`src/rtl/ajpt_pkg.sv`:
```
// shared types and constants of the angle jitter peak tracker
// depends on nothing; imported by the controller, the datapath and the top level
`timescale 1ns / 1ps
`default_nettype none

package ajpt_pkg;

  localparam int unsigned WIN_W      = 5;
  localparam int unsigned ANGLE_W    = 16;
  localparam int unsigned ROOT_STEPS = 17;

  localparam logic [4:0]  WIN_RESET  = 5'd16;
  localparam logic [15:0] FOLD_LIMIT = 16'd11520;  // 180 degrees
  localparam logic [16:0] FULL_TURN  = 17'd23040;  // 360 degrees

  typedef enum logic [3:0] {
    S_IDLE,
    S_STORE,
    S_SETUP,
    S_WALK,
    S_DRAIN,
    S_FOLD,
    S_SQX,
    S_SQY,
    S_ROOT_INIT,
    S_ROOT,
    S_DONE
  } state_e;

  typedef struct packed {
    logic capture;
    logic store;
    logic setup;
    logic walk;
    logic fold;
    logic sq_x;
    logic sq_y;
    logic root_init;
    logic root_step;
    logic load_out;
  } cmd_t;

  typedef struct packed {
    logic n_zero;
    logic walk_last;
    logic root_last;
    logic out_free;
  } sts_t;

endpackage

`default_nettype wire

```
`src/rtl/ajpt_ram.sv`:
```
// generic single write port, single read port ram with registered read
// no dependencies
`timescale 1ns / 1ps
`default_nettype none

module ajpt_ram #(
  parameter int unsigned WIDTH = 32,
  parameter int unsigned DEPTH = 16
) (
  input  wire logic                     clk_i,
  input  wire logic                     we_i,
  input  wire logic [$clog2(DEPTH)-1:0] waddr_i,
  input  wire logic [WIDTH-1:0]         wdata_i,
  input  wire logic                     re_i,
  input  wire logic [$clog2(DEPTH)-1:0] raddr_i,
  output logic      [WIDTH-1:0]         rdata_o
);

  logic [WIDTH-1:0] mem_q [DEPTH];

  always_ff @(posedge clk_i) begin
    if (we_i) begin
      mem_q[waddr_i] <= wdata_i;
    end
    if (re_i) begin
      rdata_o <= mem_q[raddr_i];
    end
  end

endmodule

`default_nettype wire

```
`src/rtl/ajpt_ctrl.sv`:
```
// sequencing state machine of the angle jitter peak tracker
// depends on ajpt_pkg
`timescale 1ns / 1ps
`default_nettype none

module ajpt_ctrl (
  input  wire logic          clk_i,
  input  wire logic          rst_ni,
  input  wire logic          in_valid_i,
  output logic               in_ready_o,
  input  wire ajpt_pkg::sts_t sts_i,
  output ajpt_pkg::cmd_t     cmd_o
);
  import ajpt_pkg::*;

  state_e state_q, state_d;

  always_ff @(posedge clk_i or negedge rst_ni) begin
    if (!rst_ni) begin
      state_q <= S_IDLE;
    end else begin
      state_q <= state_d;
    end
  end

  always_comb begin
    state_d = state_q;
    unique case (state_q)
      S_IDLE:      if (in_valid_i) state_d = S_STORE;
      S_STORE:     state_d = S_SETUP;
      S_SETUP:     state_d = sts_i.n_zero ? S_FOLD : S_WALK;
      S_WALK:      if (sts_i.walk_last) state_d = S_DRAIN;
      S_DRAIN:     state_d = S_FOLD;
      S_FOLD:      state_d = S_SQX;
      S_SQX:       state_d = S_SQY;
      S_SQY:       state_d = S_ROOT_INIT;
      S_ROOT_INIT: state_d = S_ROOT;
      S_ROOT:      if (sts_i.root_last) state_d = S_DONE;
      S_DONE:      if (sts_i.out_free) state_d = S_IDLE;
      default:     state_d = S_IDLE;
    endcase
  end

  always_comb begin
    cmd_o      = '0;
    in_ready_o = 1'b0;
    unique case (state_q)
      S_IDLE: begin
        in_ready_o    = 1'b1;
        cmd_o.capture = in_valid_i;
      end
      S_STORE:     cmd_o.store = 1'b1;
      S_SETUP:     cmd_o.setup = 1'b1;
      S_WALK:      cmd_o.walk = 1'b1;
      S_DRAIN:     ;
      S_FOLD:      cmd_o.fold = 1'b1;
      S_SQX:       cmd_o.sq_x = 1'b1;
      S_SQY:       cmd_o.sq_y = 1'b1;
      S_ROOT_INIT: cmd_o.root_init = 1'b1;
      S_ROOT:      cmd_o.root_step = 1'b1;
      S_DONE:      cmd_o.load_out = sts_i.out_free;
      default:     ;
    endcase
  end

endmodule

`default_nettype wire

```
`src/rtl/ajpt_dp.sv`:
```
// datapath: ring bookkeeping, peak walk, squares, bit-serial square root, output register
// depends on ajpt_pkg and ajpt_ram
`timescale 1ns / 1ps
`default_nettype none

module ajpt_dp #(
  parameter int unsigned RING_DEPTH = 16
) (
  input  wire logic               clk_i,
  input  wire logic               rst_ni,
  input  wire logic               cfg_we_i,
  input  wire logic [4:0]         cfg_wdata_i,
  input  wire logic signed [15:0] pitch_in_i,
  input  wire logic signed [15:0] yaw_in_i,
  output logic                    out_valid_o,
  input  wire logic               out_ready_i,
  output logic [15:0]             deviation_o,
  output logic                    sample_taken_o,
  output logic                    has_data_o,
  input  wire ajpt_pkg::cmd_t     cmd_i,
  output ajpt_pkg::sts_t          sts_o
);
  import ajpt_pkg::*;

  localparam int unsigned AW = $clog2(RING_DEPTH);
  localparam int unsigned CW = $clog2(RING_DEPTH + 1);
  localparam int unsigned MW = (CW > WIN_W) ? CW : WIN_W;
  localparam logic [CW-1:0] FULL = CW'(RING_DEPTH);
  localparam logic [AW-1:0] LAST = AW'(RING_DEPTH - 1);
  localparam logic [4:0]    ROOT_LAST = 5'(ROOT_STEPS - 1);

  // captured transaction
  logic signed [15:0] pitch_q, yaw_q;
  logic               taken_q;
  // config and ring bookkeeping
  logic [4:0]    win_q;
  logic [AW-1:0] wp_q;
  logic [CW-1:0] fill_q;
  logic          seen_q;
  // walk
  logic [CW-1:0] n_q, k_q;
  logic [AW-1:0] rd_ptr_q;
  logic          rd_pend_q, rd_live_q, have_prev_q;
  logic [15:0]   prev_p_q, prev_y_q;
  logic [15:0]   hx_q, hy_q;
  // squares and root
  logic [32:0] sum_q;
  logic [33:0] rad_q;
  logic [20:0] rem_q;
  logic [16:0] root_q;
  logic [4:0]  rcnt_q;
  // output register
  logic        out_valid_q;
  logic [15:0] dev_q;
  logic        taken_out_q, has_q;

  logic [31:0] rdata;
  logic [MW-1:0] win_ext, fill_ext, n_min;
  logic [CW-1:0] n_comb;
  logic [15:0]   s_p, s_y, dp_abs, dy_abs;
  logic [16:0]   dp17, dy17, fold17, fold_abs;
  logic [15:0]   mul_a;
  logic [31:0]   prod;
  logic [20:0]   rem_sh, trial;

  ajpt_ram #(
    .WIDTH(32),
    .DEPTH(RING_DEPTH)
  ) u_ring (
    .clk_i  (clk_i),
    .we_i   (cmd_i.store && taken_q),
    .waddr_i(wp_q),
    .wdata_i({pitch_q, yaw_q}),
    .re_i   (cmd_i.walk),
    .raddr_i(rd_ptr_q),
    .rdata_o(rdata)
  );

  assign win_ext  = MW'(win_q);
  assign fill_ext = MW'(fill_q);
  assign n_min    = (win_ext < fill_ext) ? win_ext : fill_ext;
  assign n_comb   = n_min[CW-1:0];

  // slots never written read as zero
  assign s_p  = rd_live_q ? rdata[31:16] : 16'd0;
  assign s_y  = rd_live_q ? rdata[15:0] : 16'd0;
  assign dp17 = {s_p[15], s_p} - {prev_p_q[15], prev_p_q};
  assign dy17 = {s_y[15], s_y} - {prev_y_q[15], prev_y_q};
  assign dp_abs = dp17[16] ? 16'(-dp17) : dp17[15:0];
  assign dy_abs = dy17[16] ? 16'(-dy17) : dy17[15:0];

  assign fold17   = FULL_TURN - {1'b0, hy_q};
  assign fold_abs = fold17[16] ? (-fold17) : fold17;

  assign mul_a = cmd_i.sq_y ? hy_q : hx_q;
  assign prod  = mul_a * mul_a;

  assign rem_sh = {rem_q[18:0], rad_q[33:32]};
  assign trial  = {2'b00, root_q, 2'b01};

  always_ff @(posedge clk_i or negedge rst_ni) begin
    if (!rst_ni) begin
      win_q       <= WIN_RESET;
      wp_q        <= '0;
      fill_q      <= '0;
      seen_q      <= 1'b0;
      rd_pend_q   <= 1'b0;
      have_prev_q <= 1'b0;
      out_valid_q <= 1'b0;
    end else begin
      if (cfg_we_i) begin
        win_q <= cfg_wdata_i;
      end
      if (cmd_i.store && taken_q) begin
        wp_q   <= (wp_q == LAST) ? '0 : wp_q + 1'b1;
        seen_q <= 1'b1;
        if (fill_q != FULL) begin
          fill_q <= fill_q + 1'b1;
        end
      end
      rd_pend_q <= cmd_i.walk;
      if (cmd_i.setup) begin
        have_prev_q <= 1'b0;
      end else if (rd_pend_q) begin
        have_prev_q <= 1'b1;
      end
      if (cmd_i.load_out) begin
        out_valid_q <= 1'b1;
      end else if (out_ready_i) begin
        out_valid_q <= 1'b0;
      end
    end
  end

  always_ff @(posedge clk_i) begin
    if (cmd_i.capture) begin
      pitch_q <= pitch_in_i;
      yaw_q   <= yaw_in_i;
      taken_q <= (pitch_in_i != 16'sd0) || (yaw_in_i != 16'sd0);
    end
    if (cmd_i.setup) begin
      n_q      <= n_comb;
      k_q      <= '0;
      rd_ptr_q <= (wp_q == '0) ? LAST : wp_q - 1'b1;
      hx_q     <= '0;
      hy_q     <= '0;
    end
    if (cmd_i.walk) begin
      k_q       <= k_q + 1'b1;
      rd_ptr_q  <= (rd_ptr_q == '0) ? LAST : rd_ptr_q - 1'b1;
      rd_live_q <= CW'(rd_ptr_q) < fill_q;
    end
    if (rd_pend_q) begin
      prev_p_q <= s_p;
      prev_y_q <= s_y;
      if (have_prev_q) begin
        if (dp_abs > hx_q) hx_q <= dp_abs;
        if (dy_abs > hy_q) hy_q <= dy_abs;
      end
    end
    if (cmd_i.fold && (hy_q > FOLD_LIMIT)) begin
      hy_q <= fold_abs[15:0];
    end
    if (cmd_i.sq_x) begin
      sum_q <= {1'b0, prod};
    end
    if (cmd_i.sq_y) begin
      sum_q <= sum_q + {1'b0, prod};
    end
    if (cmd_i.root_init) begin
      rad_q  <= {1'b0, sum_q};
      rem_q  <= '0;
      root_q <= '0;
      rcnt_q <= '0;
    end
    if (cmd_i.root_step) begin
      rad_q  <= {rad_q[31:0], 2'b00};
      rcnt_q <= rcnt_q + 1'b1;
      if (rem_sh >= trial) begin
        rem_q  <= rem_sh - trial;
        root_q <= {root_q[15:0], 1'b1};
      end else begin
        rem_q  <= rem_sh;
        root_q <= {root_q[15:0], 1'b0};
      end
    end
    if (cmd_i.load_out) begin
      dev_q       <= root_q[16] ? 16'hFFFF : root_q[15:0];
      taken_out_q <= taken_q;
      has_q       <= seen_q;
    end
  end

  assign sts_o.n_zero    = (n_comb == '0);
  assign sts_o.walk_last = (k_q == n_q);
  assign sts_o.root_last = (rcnt_q == ROOT_LAST);
  assign sts_o.out_free  = !out_valid_q || out_ready_i;

  assign out_valid_o    = out_valid_q;
  assign deviation_o    = dev_q;
  assign sample_taken_o = taken_out_q;
  assign has_data_o     = has_q;

  a_fill_bound: assert property (@(posedge clk_i) disable iff (!rst_ni)
    fill_q <= FULL) else $error("fill count above ring depth");

  a_wp_bound: assert property (@(posedge clk_i) disable iff (!rst_ni)
    wp_q <= LAST) else $error("write pointer outside ring");

  a_seen_set: assert property (@(posedge clk_i) disable iff (!rst_ni)
    (cmd_i.store && taken_q) |=> seen_q) else $error("stored sample did not set seen flag");

  a_empty_zero: assert property (@(posedge clk_i) disable iff (!rst_ni)
    (cmd_i.load_out && !seen_q) |-> (sum_q == '0))
    else $error("nonzero deviation with empty ring");

endmodule

`default_nettype wire

```
`src/rtl/angle_jitter_peak_tracker.sv`:
```
// top level of the angle jitter peak tracker
// depends on ajpt_pkg, ajpt_ctrl, ajpt_dp (which holds ajpt_ram)
`timescale 1ns / 1ps
`default_nettype none

// Tracks the peak pitch/yaw jitter of a stream of angle samples (1/64 degree units).
// Every input transaction gives exactly one result transaction. A sample with pitch
// and yaw both zero is not stored; any other sample goes into a ring of RING_DEPTH
// entries. The block then walks back over n = min(window_steps, stored count) neighbor
// pairs from the newest entry, keeps the largest absolute pitch and yaw steps, folds
// a yaw peak above 180 degrees to 360 minus the peak, and reports the floor square
// root of the sum of squares, saturated to 16 bits. One transaction is worked on at a
// time. The work time is set by the ring walk, skipped when no pair is examined, which
// does one ram read per cycle and then waits for the registered read data, and by the
// square root, which takes one result bit per cycle. The finished result sits in an
// output register, so the next transaction is accepted while it waits to be taken.
// window_steps is written through cfg_we_i / cfg_wdata_i, resets to 16, and must only
// be written while the block is idle. No clearing pass is needed after reset.

module angle_jitter_peak_tracker #(
  parameter int unsigned RING_DEPTH = 16
) (
  input  wire logic               clk_i,
  input  wire logic               rst_ni,
  // configuration
  input  wire logic               cfg_we_i,
  input  wire logic [4:0]         cfg_wdata_i,
  // input channel
  input  wire logic               in_valid_i,
  output logic                    in_ready_o,
  input  wire logic signed [15:0] pitch_in_i,
  input  wire logic signed [15:0] yaw_in_i,
  // result channel
  output logic                    out_valid_o,
  input  wire logic               out_ready_i,
  output logic [15:0]             deviation_o,
  output logic                    sample_taken_o,
  output logic                    has_data_o
);
  import ajpt_pkg::*;

  // command and status between controller and datapath
  cmd_t cmd;
  sts_t sts;

  // state machine: capture, store, walk, fold, square, root, deliver
  ajpt_ctrl u_ctrl (
    .clk_i     (clk_i),
    .rst_ni    (rst_ni),
    .in_valid_i(in_valid_i),
    .in_ready_o(in_ready_o),
    .sts_i     (sts),
    .cmd_o     (cmd)
  );

  // ring memory, peak registers, shared multiplier, root unit, output register
  ajpt_dp #(
    .RING_DEPTH(RING_DEPTH)
  ) u_dp (
    .clk_i         (clk_i),
    .rst_ni        (rst_ni),
    .cfg_we_i      (cfg_we_i),
    .cfg_wdata_i   (cfg_wdata_i),
    .pitch_in_i    (pitch_in_i),
    .yaw_in_i      (yaw_in_i),
    .out_valid_o   (out_valid_o),
    .out_ready_i   (out_ready_i),
    .deviation_o   (deviation_o),
    .sample_taken_o(sample_taken_o),
    .has_data_o    (has_data_o),
    .cmd_i         (cmd),
    .sts_o         (sts)
  );

endmodule

`default_nettype wire
```
`config.mk`:
```
export PLATFORM = sky130hd
export DESIGN_NAME = angle_jitter_peak_tracker
export DESIGN_NICKNAME = d
export VERILOG_FILES = /design/src/rtl/ajpt_pkg.sv /design/src/rtl/ajpt_ram.sv /design/src/rtl/ajpt_ctrl.sv /design/src/rtl/ajpt_dp.sv /design/src/rtl/angle_jitter_peak_tracker.sv
export SDC_FILE = /design/constraint.sdc
export NUM_CORES = 2
export LEC_CHECK = 0
export BUFFER_PORTS_ARGS = -buffer_cell sky130_fd_sc_hd__buf_2
export CORE_MARGIN = 3
export CORE_UTILIZATION = 60
export DETAILED_ROUTE_END_ITERATION = 10
export HOLD_SLACK_MARGIN = 0.03
export PLACE_DENSITY = 0.87
export SETUP_SLACK_MARGIN = 0.02
export SYNTH_ARGS = -nofsm -noshare
export SYNTH_HDL_FRONTEND = slang
export SYNTH_HIERARCHICAL = 1
export SYNTH_SLANG_ARGS = --single-unit
```
`constraint.sdc`:
```
create_clock -name clk_i -period 27.4 [get_ports clk_i]
set_input_delay 2.74 -clock clk_i [delete_from_list [all_inputs] [get_ports clk_i]]
set_output_delay 2.74 -clock clk_i [all_outputs]
set_load 0.1 [all_outputs]
```
Word level (Yosys, flattened, before mapping)
Memories as Yosys holds them, arrays and structs flattened. A register that Yosys moved wholly into a read port is not among the register bits.
Cells that the tools add are included.
W data, S select, Z words.
{"block": "op_classes", "add_sub_neg": 14, "mul": 1, "magnitude_cmp": 6, "eq_ne": 18, "mux": 58, "n_reduce_logical": 18}
{"cell": "$mux W16", "count": 15}
{"cell": "$mux W34", "count": 2}
{"cell": "$mux W33", "count": 2}
{"cell": "$mux W19", "count": 3}
{"cell": "$neg A16 Y16", "count": 3}
{"cell": "$pmux W4 S11", "count": 1}
{"cell": "$mux W4", "count": 9}
{"cell": "$mux W17", "count": 2}
{"cell": "$sub A16 B16 Y17", "count": 2}
{"cell": "$add A33 B32 Y33", "count": 1}
{"cell": "$gt A16 B16 Y1", "count": 2}
{"cell": "$mul A16 B16 Y32", "count": 1}
{"cell": "$reduce_bool A16 Y1", "count": 2}
{"cell": "$mux W5", "count": 5}
{"cell": "$ge A21 B19 Y1", "count": 1}
{"cell": "$sub A19 B19 Y19", "count": 1}
{"cell": "$mux W1", "count": 18}
{"cell": "$sub A15 B16 Y17 const A", "count": 1}
{"cell": "$eq A4 B3 Y1 const B", "count": 4}
{"cell": "$eq A4 B4 Y1 const B", "count": 4}
{"cell": "$gt A16 B14 Y1 const B", "count": 1}
{"cell": "$add A5 B1 Y5 const B", "count": 3}
{"cell": "$logic_not A4 Y1", "count": 3}
{"cell": "$reduce_bool A2 Y1", "count": 5}
{"cell": "other kinds (18)", "count": 24}
{"block": "totals", "register_bits": 260, "ram_bits": 512, "inputBits": 42, "output_inout_bits": 20, "memories": 1}
{"name": "u_dp.u_ring.mem_q", "depth": 16, "word_bits": 32, "rd": 1, "rd_clocked_by_memory_dff": 1, "write_ports": 1, "line": "ajpt_ram.sv:19", "rtl": "logic [WIDTH-1:0] mem_q [DEPTH];"}

Depth between registers and ports, before layout
{"block": "logic_depth", "ltp_word": 9, "ltp_mapped": 43}

By module
The synthesis kept the hierarchy.
{"mod": "ajpt_dp", "n_inst": 1, "cells_each": 2486, "area_per_inst_um2": 23586.4, "seq_area_each_um2": 7268.2}
{"mod": "ajpt_ram", "n_inst": 1, "cells_each": 838, "area_per_inst_um2": 20174.3, "seq_area_each_um2": 16335.7}
{"mod": "ajpt_ctrl", "n_inst": 1, "cells_each": 45, "area_per_inst_um2": 365.4, "seq_area_each_um2": 100.1}

Least setup slack after synthesis
No wires, ideal clock.
{"block": "synth_timing", "path_type": "register to register", "from": "reg u_ctrl.state_q[3]", "to": "reg u_dp.sum_q[30] (data pin)", "setup_time_ns": 0.261, "arrival_time_ns": 8.933, "required_time_ns": 27.139, "path_slack_ns": 18.206, "stages_incl_launch_ff": 38, "n_path_buf": 3, "path_cell_list": "dfrtp_1 or2b_1 nor2_1 clkbuf_1 buf_1 nand2_1 o21ai_1 clkinv_1 nor2_1 fa_1 inv_1 fa_1 inv_1 fa_1 fa_1 fa_1 inv_1 fa_1 [2 not listed] clkbuf_1 nand3_1 or4b_2 and2_1 a21oi_1 nor2_1 o21bai_1 a21oi_1 xnor2_1 ha_1 a21o_1 a21oi_1 o21ai_0 a21oi_1 o211ai_1 a21o_1 a32o_1 a221o_1"}
{"item": "from (decl)", "line": "ajpt_ctrl.sv:16", "rtl": "state_e state_q, state_d;"}
{"item": "from (signal assigned)", "line": "ajpt_ctrl.sv:22", "rtl": "state_q <= state_d;"}
{"item": "to (signal assigned)", "line": "ajpt_dp.sv:165", "rtl": "sum_q <= {1'b0, prod};"}
{"item": "to (signal assigned)", "line": "ajpt_dp.sv:168", "rtl": "sum_q <= sum_q + {1'b0, prod};"}
{"item": "to (decl)", "line": "ajpt_dp.sv:47", "rtl": "logic [32:0] sum_q;"}

==> flow_summary.toml <==
[outcome]
status = "finished, final reports clean"

[yosys]
synth_top_flop_cell = "edfxtp_1"
syn-cell-area_um2 = 44100
syn_area_per_cell_um2 = 13.1
yosys_warnings = 6
synth_nets = 3810
yosysMostFrequentCell = "edfxtp_1"
synth_edf_count = 749
synthDistinctLibCells = 95
async_flop_share_pct = 2.74
synth.top_cell.area_share_pct = 51.0
synth_common_cells = "749 x edfxtp_1, 369 x inv_1, 240 x nand2_1, 238 x nor2_1, 236 x ha_1"
netlist_instances = 3369
yosys_register_bits = 804
yosys-top-cells-area = "edfxtp_1 51%, fa_1 7.4%, ha_1 6.7%"
synth_seq_area_share_pct = 53.7
synth_top_cell_by_area = "edfxtp_1"

[grt]
grt_max_degree = 74
grt_pass1_vias = 28700
grt_antenna_before_repair = 1
grt.overflow.total = 0
grt_pass1_wl_mm = 167
track_usage_pct = 28.1

[critical_path]
r2r_slack_ns = 16.76
reg2reg_from = "u_ctrl/state_q[3]"
reg2reg_depth = 39
reg2reg_to = "u_dp/sum_q[32]"
critPathArrivalTime_ns = 11.00
cpPeakStageDelay_ns = 0.66
cpMostUsedCell = "inv_1"
critical_path_class = "reg -> reg"
cp-start-kind = "flop"
cp_slowest_cell = "dfrtp_1"
worstPathRequired_ns = 27.76
crit_fanout = 57
cp-end-kind = "flop"

[clocking]
clockRootBuffer = "clkbuf_16"
numCtsBuffers = 79
clk_pin_slew_ns = 0.06
cts_hold_buf = 0
cts_setup_buffers = 0
cts_tree = "done"
htreeDepth = 3
clk-insertion-delay-late_ns = 0.64
cts_resized = 0
cts_sinks = 804
clock_path_buffers = 3

[pwr]
power_density_nw_per_um2 = 114
power.leakage_uw = 0.0188
ir_worst_vdd_mv = 0.120

[job]
cap_violations = 0

[sta]
tightestPinTransition_ns = 1.27
fin_crit_ns = 10.64
rsz0062_at_grt = "no"
layout_setup_ws_ns = 16.76
setup_viol = 0
hold_violations = 0
tns_ns = 0
fin_crit_sh_pct = 38.8
maxSlewHeadroom_pct = 14.9
skew_ns = 0.0401
finalMaxSlewViolations = 0
fmax_ghz = 0.0940

[floorplan]
core_um2 = 72200
die-area_um2 = 76800
io_pins = 62
start_util_pct = 61.1
fp.dieH_um = 277
rows = 98
die_w_um = 277

[worst_hold_path]
hp-class = "reg -> reg"
hold_path_depth = 0
hold_path_end = "u_dp/has_data_o"
min_from = "u_dp/seen_q"

[layout]
syn_to_final_growth_pct = 9.45
finalNetCount = 3888
drive_gt1_share_pct = 13.3
antenna_cells = 0

[detailed_routing]
wl_per_cell_um = 24.3
vias = 28400
dr.pass1.iters = 7
postRouteAntennaNets = 0
drcViolationCount = 0
drt_iter0_markers = 3165
drt-total-wl_mm = 108
via_per_inst = 6.38

[placement]
post-place-ws_ns = 16.99
hpwl_mm = 66.4
place.gp.congestion = 0.938
port_buffers = 61
==> metal layers <==
layer | part of all wire (%) | GRT usage [%]
met5 | 0.012 | 0
met4 | 4.5 | 11.7
met3 | 8.5 | 4.34
met2 | 50 | 48.3
met1 | 37 | 35.7
==> cell families after synthesis <==
family	count (synthesis)	share of synthesized area [%]
XOR/XNOR	152	3.03
buffers and inverters	491	4.36
adder cells (fa/ha/maj)	399	14.1
multiplexers	174	7.69
AND/OR/NAND/NOR	770	8.06
AO/OA/AOI/OAI	579	9.05
flip-flops	804	53.7
==> placed cells by master, fill, tap and decap left out, types with 19 or more instances in the layout <==
cell type	instances
dfrtp_1	21
buf_2	61
nand3_1	37
fa_1	163
a21oi_1	121
nor2b_1	22
o21a_1	32
and2_1	48
xnor2_1	97
a21o_1	38
mux2_2	37
nand4_1	19
edfxtp_1	749
a22o_1	30
clkinv_1	19
nor2_1	223
xor2_1	54
clkbuf_16	80
a22oi_1	67
ha_1	236
inv_1	369
nand2b_1	21
o21ai_0	107
mux4_2	128
nor3_1	57
buf_4	47
dfxtp_1	33
nand2_1	240
nor4_1	19
==> critical path, delay by kind of cell, from the launching register on <==
kind                       cells  cell delay, ns
muxes                          1            0.15
AOI/OAI and AO/OA             11            2.43
and+or+nand+nor                9            1.90
DFF                            1            0.66
xor gates and xnor gates       1            0.24
buffers and inverters          9            1.22
adders and majority gates      8            3.74
==> power breakdown <==
group / leakage, uW / switching [uW] / internal, uW
registers: 0.00737 / 139 / 1590
logic: 0.0102 / 1590 / 1050
clock network: 0.00126 / 489 / 617
total: 0.0188 / 2220 / 3260
==> stage by stage <==
| stage | hold WS, ns | instance area (um^2) | std cells | power, uW | util (%) |
|---|---|---|---|---|---|
| final | 0.451 | 48300 | 4459 | 5480 | 66.9 |
| after global routing | 0.469 | 48300 | 4459 | 5820 | 66.9 |
| after CTS | 0.454 | 48300 | 4459 | 5460 | 66.9 |
| after detailed placement | 0.436 | 45700 | 4316 | 4310 | 63.2 |
| after global placement | 0.427 | 45700 | 4316 | 4210 | 63.2 |
| after floorplan | 0.416 | 44100 | 3369 | 3670 | - |
==> worst max-delay path by stage <==
stage	startpoint	slack [ns]	depth (start not counted)	end
after detailed placement	u_ctrl/state_q[3]	16.99	40	u_dp/sum_q[31]
after global placement	u_ctrl/state_q[3]	17.27	39	u_dp/sum_q[30]
final	u_ctrl/state_q[3]	16.76	39	u_dp/sum_q[32]
after global routing	u_ctrl/state_q[3]	16.11	39	u_dp/sum_q[32]
after floorplan	u_ctrl/state_q[3]	18.21	37	u_dp/sum_q[30]
after CTS	u_ctrl/state_q[3]	16.91	39	u_dp/sum_q[32]
==> area by class of cell <==
cell class / instances / area (um^2)
Tap cell: 950 / 1190
Clock buffer: 99 / 2120
Sequential cell: 804 / 23700
Fill cell: 4745 / 23900
Clock inverter: 44 / 518
Multi-Input combinational cell: 2074 / 18700
Inverter: 380 / 1430
Timing Repair Buffer: 108 / 658
==> flip-flops by register name (all words and copies together), names as in the netlist, 5 cells and up <==
signal,cells
u_dp/u_ring/mem_q,512
u_dp/rad_q,34
u_dp/sum_q,33
u_dp/u_ring/rdata_o,32
u_dp/rem_q,19
u_dp/root_q,17
u_dp/deviation_o,16
u_dp/hx_q,16
u_dp/hy_q,16
u_dp/pitch_q,16
u_dp/prev_p_q,16
u_dp/prev_y_q,16
u_dp/yaw_q,16
u_dp/fill_ext,5
u_dp/k_q,5
u_dp/n_q,5
u_dp/rcnt_q,5
u_dp/win_ext,5
No activity file was read; power rests on OpenSTA's default activity.
